## src/rtl/core/slbb_pkg.sv

```systemverilog
// Shared types, constants and helpers for the status LED burst blinker.
// No dependencies; every other file of the block imports this package.
package slbb_pkg;

   localparam int TIME_WIDTH     = 32;
   localparam int INTERVAL_WIDTH = 31;
   localparam int DELAY_WIDTH    = 16;
   localparam int CSR_IDX_WIDTH  = 3;
   localparam int REQ_DATA_WIDTH = 40;
   localparam int RSP_DATA_WIDTH = 32;

   typedef logic [TIME_WIDTH-1:0]     time_type;
   typedef logic [INTERVAL_WIDTH-1:0] interval_type;
   typedef logic [DELAY_WIDTH-1:0]    delay_type;

   localparam interval_type RST_HEARTBEAT_INTERVAL = INTERVAL_WIDTH'(60000);
   localparam delay_type    RST_ON_TIME_SLEEPING   = DELAY_WIDTH'(650);
   localparam delay_type    RST_ON_TIME_OK         = DELAY_WIDTH'(450);
   localparam delay_type    RST_ON_TIME_OTHER      = DELAY_WIDTH'(320);
   localparam delay_type    RST_GAP_TIME           = DELAY_WIDTH'(220);
   localparam delay_type    RST_RESTART_DELAY      = DELAY_WIDTH'(250);
   localparam delay_type    RST_SETTLE_DELAY       = DELAY_WIDTH'(10);

   typedef enum logic [CSR_IDX_WIDTH-1:0] {
      CSR_HEARTBEAT_INTERVAL = 3'd0,
      CSR_ON_TIME_SLEEPING   = 3'd1,
      CSR_ON_TIME_OK         = 3'd2,
      CSR_ON_TIME_OTHER      = 3'd3,
      CSR_GAP_TIME           = 3'd4,
      CSR_RESTART_DELAY      = 3'd5,
      CSR_SETTLE_DELAY       = 3'd6
   } csr_index_type;

   typedef enum logic [2:0] {
      MODE_OFF      = 3'd0,
      MODE_OK       = 3'd1,
      MODE_HUNGRY   = 3'd2,
      MODE_TIRED    = 3'd3,
      MODE_SLEEPING = 3'd4,
      MODE_DANGER   = 3'd5,
      MODE_BORED    = 3'd6,
      MODE_MAD      = 3'd7
   } mode_type;

   typedef struct packed {
      interval_type heartbeat_interval;
      delay_type    on_time_sleeping;
      delay_type    on_time_ok;
      delay_type    on_time_other;
      delay_type    gap_time;
      delay_type    restart_delay;
      delay_type    settle_delay;
   } cfg_type;

   typedef struct packed {
      time_type now_ms;
      mode_type mode;
      logic     alerts_enabled;
      logic     screen_off;
   } req_item_type;

   typedef struct packed {
      logic [7:0] led_red;
      logic [7:0] led_green;
      logic [7:0] led_blue;
      logic       pulse_on;
      logic       force_backlight_low;
      logic       bursting;
   } rsp_item_type;

   typedef struct packed {
      mode_type    previous_mode;
      time_type    next_heartbeat_time;
      logic        burst_running;
      logic [2:0]  flashes_left;
      logic        flash_lit;
      time_type    next_toggle_time;
      logic        pulse_active;
      logic        screen_was_off;
      logic [23:0] shown_colour;
   } state_type;

   // wrapping add of a delay to a timestamp
   function automatic time_type t_add(input time_type t, input interval_type d);
      return t + time_type'(d);
   endfunction

   // a before b: the wrapped difference is negative
   function automatic logic t_before(input time_type a, input time_type b);
      time_type diff;
      diff = a - b;
      return diff[TIME_WIDTH-1];
   endfunction

   // fixed colour per mode, red in the top byte
   function automatic logic [23:0] mode_colour(input mode_type m);
      logic [23:0] c;
      unique case (m)
         MODE_OFF:      c = {8'd0,   8'd0,  8'd0};
         MODE_OK:       c = {8'd0,   8'd50, 8'd0};
         MODE_HUNGRY:   c = {8'd70,  8'd45, 8'd0};
         MODE_TIRED:    c = {8'd0,   8'd0,  8'd90};
         MODE_SLEEPING: c = {8'd55,  8'd0,  8'd70};
         MODE_DANGER:   c = {8'd110, 8'd0,  8'd0};
         MODE_BORED:    c = {8'd0,   8'd70, 8'd70};
         MODE_MAD:      c = {8'd120, 8'd25, 8'd0};
         default:       c = 24'd0;
      endcase
      return c;
   endfunction

   function automatic logic [2:0] mode_flashes(input mode_type m);
      logic [2:0] n;
      unique case (m)
         MODE_OFF:      n = 3'd0;
         MODE_OK:       n = 3'd1;
         MODE_HUNGRY:   n = 3'd2;
         MODE_TIRED:    n = 3'd3;
         MODE_SLEEPING: n = 3'd1;
         MODE_DANGER:   n = 3'd5;
         MODE_BORED:    n = 3'd2;
         MODE_MAD:      n = 3'd4;
         default:       n = 3'd0;
      endcase
      return n;
   endfunction

endpackage

```

## src/rtl/core/status_led_burst_blinker_core.sv

```systemverilog
// Top level of the status LED burst blinker: beat register, blinker state and result register.
// Depends on slbb_pkg, slbb_csr and slbb_update.
//
//   channel | dir | handshake            | payload
//   --------+-----+----------------------+-------------------------------------------------
//   req     | in  | req_tvalid/req_tready| now_ms, mode, alerts_enabled, screen_off
//   rsp     | out | rsp_tvalid/rsp_tready| led_red/green/blue, pulse_on, force_low, bursting
//   csr     | in  | csr_wr_en            | csr_index, csr_wdata (no read-back)
//
// Each beat passes through the input register, then through the update logic (five parallel
// timestamp adds and compares) into the result register. One beat per cycle is sustained
// while rsp_tready is high. Reset is synchronous and returns the blinker state, the valid
// flags and the configuration to their defaults; the beat data registers are not reset.
// A stalled rsp side holds the result; req_tready drops only while both stages are full.
module status_led_burst_blinker_core
   import slbb_pkg::*;
(
   input  logic                      clock,
   input  logic                      reset,
   // req_tdata: now_ms[31:0], mode[34:32], alerts_enabled[35], screen_off[36], zero pad
   input  logic                      req_tvalid,
   output logic                      req_tready,
   input  logic [REQ_DATA_WIDTH-1:0] req_tdata,
   // rsp_tdata: led_red[7:0], led_green[15:8], led_blue[23:16], pulse_on[24],
   //            force_backlight_low[25], bursting[26], zero pad
   output logic                      rsp_tvalid,
   input  logic                      rsp_tready,
   output logic [RSP_DATA_WIDTH-1:0] rsp_tdata,
   input  logic                      csr_wr_en,
   input  logic [CSR_IDX_WIDTH-1:0]  csr_index,
   input  logic [INTERVAL_WIDTH-1:0] csr_wdata
);

   cfg_type      cfg;
   req_item_type req_item;
   req_item_type item_ff;
   logic         item_valid_ff;
   state_type    state_ff;
   state_type    state_in;
   rsp_item_type result;
   rsp_item_type rsp_ff;
   logic         rsp_valid_ff;
   logic         rsp_load;
   logic         item_take;

   slbb_csr u_csr (
      .clock     (clock),
      .reset     (reset),
      .csr_wr_en (csr_wr_en),
      .csr_index (csr_index),
      .csr_wdata (csr_wdata),
      .cfg       (cfg)
   );

   // unpack the request beat
   assign req_item.now_ms         = req_tdata[TIME_WIDTH-1:0];
   assign req_item.mode           = mode_type'(req_tdata[34:32]);
   assign req_item.alerts_enabled = req_tdata[35];
   assign req_item.screen_off     = req_tdata[36];

   // result register may load when empty or being drained this cycle
   assign rsp_load   = !rsp_valid_ff || rsp_tready;
   assign item_take  = item_valid_ff && rsp_load;
   assign req_tready = !item_valid_ff || rsp_load;

   // input register: advance whenever the held beat moves on
   always_ff @(posedge clock) begin
      if (reset) begin
         item_valid_ff <= 1'b0;
      end else if (req_tready) begin
         item_valid_ff <= req_tvalid;
      end
   end

   always_ff @(posedge clock) begin
      if (req_tready && req_tvalid) begin
         item_ff <= req_item;
      end
   end

   slbb_update u_update (
      .cfg        (cfg),
      .state      (state_ff),
      .item       (item_ff),
      .state_next (state_in),
      .result     (result)
   );

   // blinker state: commit only when a beat is applied
   always_ff @(posedge clock) begin
      if (reset) begin
         state_ff <= '0;
      end else if (item_take) begin
         state_ff <= state_in;
      end
   end

   // result register: hold while rsp is stalled
   always_ff @(posedge clock) begin
      if (reset) begin
         rsp_valid_ff <= 1'b0;
      end else if (rsp_load) begin
         rsp_valid_ff <= item_valid_ff;
      end
   end

   always_ff @(posedge clock) begin
      if (item_take) begin
         rsp_ff <= result;
      end
   end

   assign rsp_tvalid = rsp_valid_ff;
   assign rsp_tdata  = {5'd0, rsp_ff.bursting, rsp_ff.force_backlight_low, rsp_ff.pulse_on,
                        rsp_ff.led_blue, rsp_ff.led_green, rsp_ff.led_red};

endmodule

```

## src/rtl/core/slbb_csr.sv

```systemverilog
// Configuration register file of the status LED burst blinker.
// Depends on slbb_pkg for the register index codes and reset values.
module slbb_csr
   import slbb_pkg::*;
(
   input  logic                     clock,
   input  logic                     reset,
   input  logic                     csr_wr_en,
   input  logic [CSR_IDX_WIDTH-1:0] csr_index,
   input  logic [INTERVAL_WIDTH-1:0] csr_wdata,
   output cfg_type                  cfg
);

   cfg_type cfg_ff;
   cfg_type cfg_in;

   always_comb begin
      cfg_in = cfg_ff;
      if (csr_wr_en) begin
         unique case (csr_index_type'(csr_index))
            CSR_HEARTBEAT_INTERVAL: cfg_in.heartbeat_interval = csr_wdata;
            CSR_ON_TIME_SLEEPING:   cfg_in.on_time_sleeping = csr_wdata[DELAY_WIDTH-1:0];
            CSR_ON_TIME_OK:         cfg_in.on_time_ok = csr_wdata[DELAY_WIDTH-1:0];
            CSR_ON_TIME_OTHER:      cfg_in.on_time_other = csr_wdata[DELAY_WIDTH-1:0];
            CSR_GAP_TIME:           cfg_in.gap_time = csr_wdata[DELAY_WIDTH-1:0];
            CSR_RESTART_DELAY:      cfg_in.restart_delay = csr_wdata[DELAY_WIDTH-1:0];
            CSR_SETTLE_DELAY:       cfg_in.settle_delay = csr_wdata[DELAY_WIDTH-1:0];
            default:                cfg_in = cfg_ff;
         endcase
      end
   end

   always_ff @(posedge clock) begin
      if (reset) begin
         cfg_ff.heartbeat_interval <= RST_HEARTBEAT_INTERVAL;
         cfg_ff.on_time_sleeping   <= RST_ON_TIME_SLEEPING;
         cfg_ff.on_time_ok         <= RST_ON_TIME_OK;
         cfg_ff.on_time_other      <= RST_ON_TIME_OTHER;
         cfg_ff.gap_time           <= RST_GAP_TIME;
         cfg_ff.restart_delay      <= RST_RESTART_DELAY;
         cfg_ff.settle_delay       <= RST_SETTLE_DELAY;
      end else begin
         cfg_ff <= cfg_in;
      end
   end

   assign cfg = cfg_ff;

endmodule

```

## src/rtl/core/slbb_update.sv

```systemverilog
// Next-state and result logic for one update beat of the burst blinker.
// Purely combinational; depends on slbb_pkg for types and time helpers.
module slbb_update
   import slbb_pkg::*;
(
   input  cfg_type      cfg,
   input  state_type    state,
   input  req_item_type item,
   output state_type    state_next,
   output rsp_item_type result
);

   time_type  sum_restart;
   time_type  sum_interval;
   time_type  sum_settle;
   time_type  sum_on;
   time_type  sum_gap;
   delay_type on_time;
   logic      go;
   logic      force_low;
   state_type s;

   always_comb begin
      unique case (item.mode)
         MODE_SLEEPING: on_time = cfg.on_time_sleeping;
         MODE_OK:       on_time = cfg.on_time_ok;
         default:       on_time = cfg.on_time_other;
      endcase
   end

   // all candidate deadlines are formed side by side off the timestamp
   assign sum_restart  = t_add(item.now_ms, INTERVAL_WIDTH'(cfg.restart_delay));
   assign sum_interval = t_add(item.now_ms, cfg.heartbeat_interval);
   assign sum_settle   = t_add(item.now_ms, INTERVAL_WIDTH'(cfg.settle_delay));
   assign sum_on       = t_add(item.now_ms, INTERVAL_WIDTH'(on_time));
   assign sum_gap      = t_add(item.now_ms, INTERVAL_WIDTH'(cfg.gap_time));

   always_comb begin
      s         = state;
      force_low = 1'b0;
      go        = 1'b0;

      // screen bit first: cancel the pulse when the display comes back
      if (state.screen_was_off && !item.screen_off) begin
         s.pulse_active = 1'b0;
      end
      s.screen_was_off = item.screen_off;

      if (!item.alerts_enabled) begin
         s.previous_mode       = MODE_OFF;
         s.next_heartbeat_time = '0;
         s.burst_running       = 1'b0;
         s.flashes_left        = 3'd0;
         s.flash_lit           = 1'b0;
         s.next_toggle_time    = '0;
         s.shown_colour        = 24'd0;
         force_low             = item.screen_off;
         if (item.screen_off) s.pulse_active = 1'b0;
      end else begin
         if (item.mode != state.previous_mode) begin
            s.previous_mode       = item.mode;
            s.next_heartbeat_time = sum_restart;
            s.burst_running       = 1'b0;
            s.flashes_left        = 3'd0;
            s.flash_lit           = 1'b0;
            s.next_toggle_time    = '0;
            s.shown_colour        = 24'd0;
            if (item.screen_off) s.pulse_active = 1'b0;
         end
         if (item.mode == MODE_OFF) begin
            s.shown_colour = 24'd0;
            force_low      = item.screen_off;
            if (item.screen_off) s.pulse_active = 1'b0;
         end else begin
            go = 1'b1;
            if (!s.burst_running) begin
               // zero means unscheduled
               if (s.next_heartbeat_time == '0) begin
                  s.next_heartbeat_time = sum_interval;
               end
               if (t_before(item.now_ms, s.next_heartbeat_time)) begin
                  s.shown_colour = 24'd0;
                  force_low      = item.screen_off;
                  if (item.screen_off) s.pulse_active = 1'b0;
                  go = 1'b0;
               end else begin
                  s.burst_running    = 1'b1;
                  s.flashes_left     = mode_flashes(item.mode);
                  s.flash_lit        = 1'b0;
                  s.next_toggle_time = sum_settle;
                  if (item.screen_off) s.pulse_active = 1'b1;
               end
            end
            if (go && !t_before(item.now_ms, s.next_toggle_time)) begin
               if (s.flashes_left == 3'd0) begin
                  s.burst_running       = 1'b0;
                  s.next_heartbeat_time = sum_interval;
                  s.shown_colour        = 24'd0;
                  force_low             = item.screen_off;
                  if (item.screen_off) s.pulse_active = 1'b0;
               end else if (!s.flash_lit) begin
                  s.flash_lit        = 1'b1;
                  s.shown_colour     = mode_colour(item.mode);
                  s.next_toggle_time = sum_on;
                  if (item.screen_off) s.pulse_active = 1'b1;
               end else begin
                  s.flash_lit        = 1'b0;
                  s.shown_colour     = 24'd0;
                  s.flashes_left     = s.flashes_left - 3'd1;
                  s.next_toggle_time = sum_gap;
               end
            end
         end
      end

      state_next                 = s;
      result.led_red             = s.shown_colour[23:16];
      result.led_green           = s.shown_colour[15:8];
      result.led_blue            = s.shown_colour[7:0];
      result.pulse_on            = s.pulse_active;
      result.force_backlight_low = force_low;
      result.bursting            = s.burst_running;
   end

endmodule

```

## config.mk

```make
export PLATFORM = sky130hd
export DESIGN_NAME = status_led_burst_blinker_core
export DESIGN_NICKNAME = d
export VERILOG_FILES = /design/src/rtl/core/slbb_pkg.sv /design/src/rtl/core/status_led_burst_blinker_core.sv /design/src/rtl/core/slbb_csr.sv /design/src/rtl/core/slbb_update.sv
export SDC_FILE = /design/constraint.sdc
export NUM_CORES = 1
export LEC_CHECK = 0
export BUFFER_PORTS_ARGS = -buffer_cell sky130_fd_sc_hd__buf_2
export CAP_MARGIN = 5
export CORE_MARGIN = 2
export CORE_UTILIZATION = 68
export DETAILED_ROUTE_END_ITERATION = 10
export PLACE_DENSITY_LB_ADDON = 0.12
export SYNTH_ARGS = -nofsm -noshare
export SYNTH_HDL_FRONTEND = slang
export SYNTH_HIERARCHICAL = 1
export SYNTH_SLANG_ARGS = --single-unit
```

## constraint.sdc

```tcl
create_clock -name clock -period 31.4 [get_ports clock]
set_input_delay 3.14 -clock clock [delete_from_list [all_inputs] [get_ports clock]]
set_output_delay 3.14 -clock clock [all_outputs]
set_load 0.03 [all_outputs]
```

==> run_results.csv <==
group,metric,value,unit
status,outcome,"complete, no violations",
floorplan,fp.dieW,183.1,um
cells_and_area,syn_to_final_growth,6.790,%
critical_path,end_kind,"register",
cells_and_area,postLayoutCoreUtil,73.84,%
place,hpwl,44.51,mm
floorplan,die-area,33530,um^2
cells_and_area,nFillCells,2419,
cells_and_area,fin_cells,2975,
floorplan,io_pins,113,
floorplan,rows,65,
global_routing,grt_max_degree,141,
synth,avgSynthCellArea,8.493,um^2
drt,vias,19424,
cells_and_area,drive_gt1_share,8.706,%
cells_and_area,antenna_cells,0,
place,port_buffers,104,
cts,numCtsBuffers,35,
synth,netlist_area,21820,um^2
min_path,hp-class,"register to register",
sta,timing_max_transition_violations_final,0,
cells_and_area,nets,2779,
sta,skew,0.02199,ns
critical_path,rrSetupSlack,17.41,ns
floorplan,die_y,183.1,um
synth,ys_seq_elements,291,
drt,drc,0,
critical_path,worstRegToRegCells,46,
cells_and_area,final_cell_mix,"nand2b_1 (339), mux2i_1 (259), dfxtp_1 (227)",
synth,synth_enable_flop_cells,64,
cts,cts_tree,"yes",
critical_path,crit_required,31.78,ns
global_routing,grt_pass1_wl,101.5,mm
drt,routed_wl,64.78,mm
synth,yosysSeqAreaShare,29.64,%
critical_path,r2r-end,"state_ff[54]",
sta,fin_crit_sh,44.57,%
synth,yosysWarningCount,6,
sta,final.setup.tns,0,ns
place,place_area,22120,um^2
sta,setup_viol,0,
global_routing,grt_pass1_vias,19023,
cells_and_area,mostFrequentLayoutCell,"nand2b_1",
synth,ys_top_cells_by_area,"dfxtp_1 (21%), mux2i_1 (12%), nand2b_1 (9.7%)",
critical_path,crit_buf_inv,2,
global_routing,grt_overflow,0,
critical_path,crit_path_frequent_cell,"a21o_1",
pwr,leakage,0.009708,uW
cts,insertion_delay,0.55,ns
sta,rsz0062_at_grt,"false",
critical_path,worst-path-stages,46,
sta,holdWs,0.4735,ns
sta,tightest_slew,1.364,ns
critical_path,crit_path_start_kind,"register",
floorplan,start_util,69.14,%
critical_path,crit_type,"register to register",
critical_path,critPathMaxStageDelay,1.12,ns
cells_and_area,fin_area,23300,um^2
drt,wire_per_inst,21.78,um
critical_path,crit_slowest_cell,"nor4b_1",
cts,cts.path.max_buffers,3,
drt,dr.pass1.iters,6,
pwr,peakVddDrop,0.00005286,V
global_routing,antenna_found_initial,0,
sta,max_freq,71.45,MHz
min_path,hold_path_end,"state_ff[7]",
min_path,min_from,"state_ff[7]",
synth,yosysUniqueCellTypes,87,
critical_path,cp.arrival,14.37,ns
sta,final_hold_viol_count,0,
drt,drt_iter0_drc,1952,
sta,min_period,13.99,ns
place,place_congestion,0.9147,
critical_path,crit_fanout,32,
synth,yosysTopAreaCell,"dfxtp_1",
synth,synth_top_area_share,20.83,%
global_routing,grtUsageTotal,38.18,%
critical_path,rr_startpoint,"item_ff[13]",
synth,synth_flop_cell,"dfxtp_1",
floorplan,core,31560,um^2
cts,clock-sinks,291,
flow_run,cap_violations,0,
cts,ctsResizeCount,0,
cts,cts_root_buf,"clkbuf_16",
synth,ys_async_sr_fraction,0,%
cts,post_cts_buffers,0,
place,dp_cells,2912,
cts,holdBufCountCts,0,
synth,syn_inst,2569,
sta,slew_headroom,7.772,%
cts,path_clk_slew,0.06,ns
drt,detail-route-antenna-nets,0,
pwr,p_per_area,47.75,nW/um^2
drt,post_drt_via_cell_ratio,6.529,
critical_path,path_delay_family,"compound AO/OA/AOI/OAI gates",
min_path,hold_depth,2,
cts,h-tree-depth,2,
## stage by stage
step / total power, uW / setup slack [ns]
2_1_floorplan: 617.9 / 20.90
3_3_place_gp: 678.9 / 18.28
3_5_place_dp: 687.2 / 18.10
4_1_cts: 1109 / 17.93
5_1_grt: 1156 / 16.91
6_report: 1113 / 17.41
## worst max path at each step
stage | from | endpoint | slack [ns]
6_report | item_ff[13] | state_ff[54] | 17.41
5_1_grt | item_ff[13] | state_ff[54] | 16.91
4_1_cts | item_ff[13] | state_ff[54] | 17.93
3_5_place_dp | item_ff[13] | state_ff[54] | 18.10
3_3_place_gp | item_ff[6] | state_ff[54] | 18.28
2_1_floorplan | item_ff[6] | state_ff[56] | 20.90
## registers in the layout, summed over array words and instances (netlist names)
| register | count |
|---|---|
| state_ff | 98 |
| item_ff | 37 |
| item_valid_ff | 1 |
| rsp_tvalid | 1 |
| u_csr/cfg | 127 |
| rsp_tdata | 27 |
## where the power goes
| group | internal (uW) | total (uW) | switching [uW] |
|---|---|---|---|
| logic | 104 | 275 | 171 |
| clock network | 252 | 423 | 171 |
| registers | 397 | 414 | 17.5 |
| total | 753 | 1110 | 360 |
## tightest hold or removal path, delay by kind of cell, from the launching register on
family | cells | cell delay, ns
flip-flops | 1 | 0.31
AND/OR/NAND/NOR | 1 | 0.06
multiplexers | 1 | 0.06
## cells in the mapped netlist, types with 10 or more instances
cell type	n
inv_1	34
o211ai_1	31
nand4_1	22
nand3_1	47
xnor2_1	61
edfxtp_1	64
o21bai_1	15
nand2_1	209
o21ai_0	96
o21a_1	24
mux2i_1	260
a21oi_1	163
o311a_1	11
ha_1	149
buf_4	43
and3_1	17
buf_2	24
clkbuf_1	112
and2_1	28
a211oi_1	21
a31oi_1	32
nand2b_1	339
a21o_1	44
nor3_1	29
nor2b_1	15
nor2_1	206
xor2_1	45
dfxtp_1	227
buf_6	12
a22oi_1	11
a2111oi_0	10
## cell type report
cell class | instances | area [um^2] | area share, %
sequential | 291 | 6466 | 27.75
tap | 402 | 503.0 | 2.159
timing repair buffer | 133 | 747.0 | 3.206
clock buffer | 46 | 968.4 | 4.156
clock inverter | 17 | 216.5 | 0.9290
inverter | 35 | 131.4 | 0.5639
multi-input combinational | 2051 | 14270 | 61.23
## logic make-up (layout without fill, tap and decap cells)
logic type                 count (synthesis)  in the layout  share of synthesized area (%)
AOI/OAI and AO/OA                        557            557                          16.58
xor gates and xnor gates                 106            106                          4.255
adders and majority gates                153            153                          8.912
buffers and inverters                    231            231                          5.322
DFF                                      291            291                          29.64
muxes                                    263            263                          12.13
other                                      1              5                        0.01719
and+or+nand+nor                          967            967                          23.14
## layer usage
metal	GRT usage [%]	share of wire [%]
met5	0	0
met2	61.68	45
met1	51.13	43
met4	15.84	3.7
met3	5.878	8.3
(Power assumes the default switching activity.)
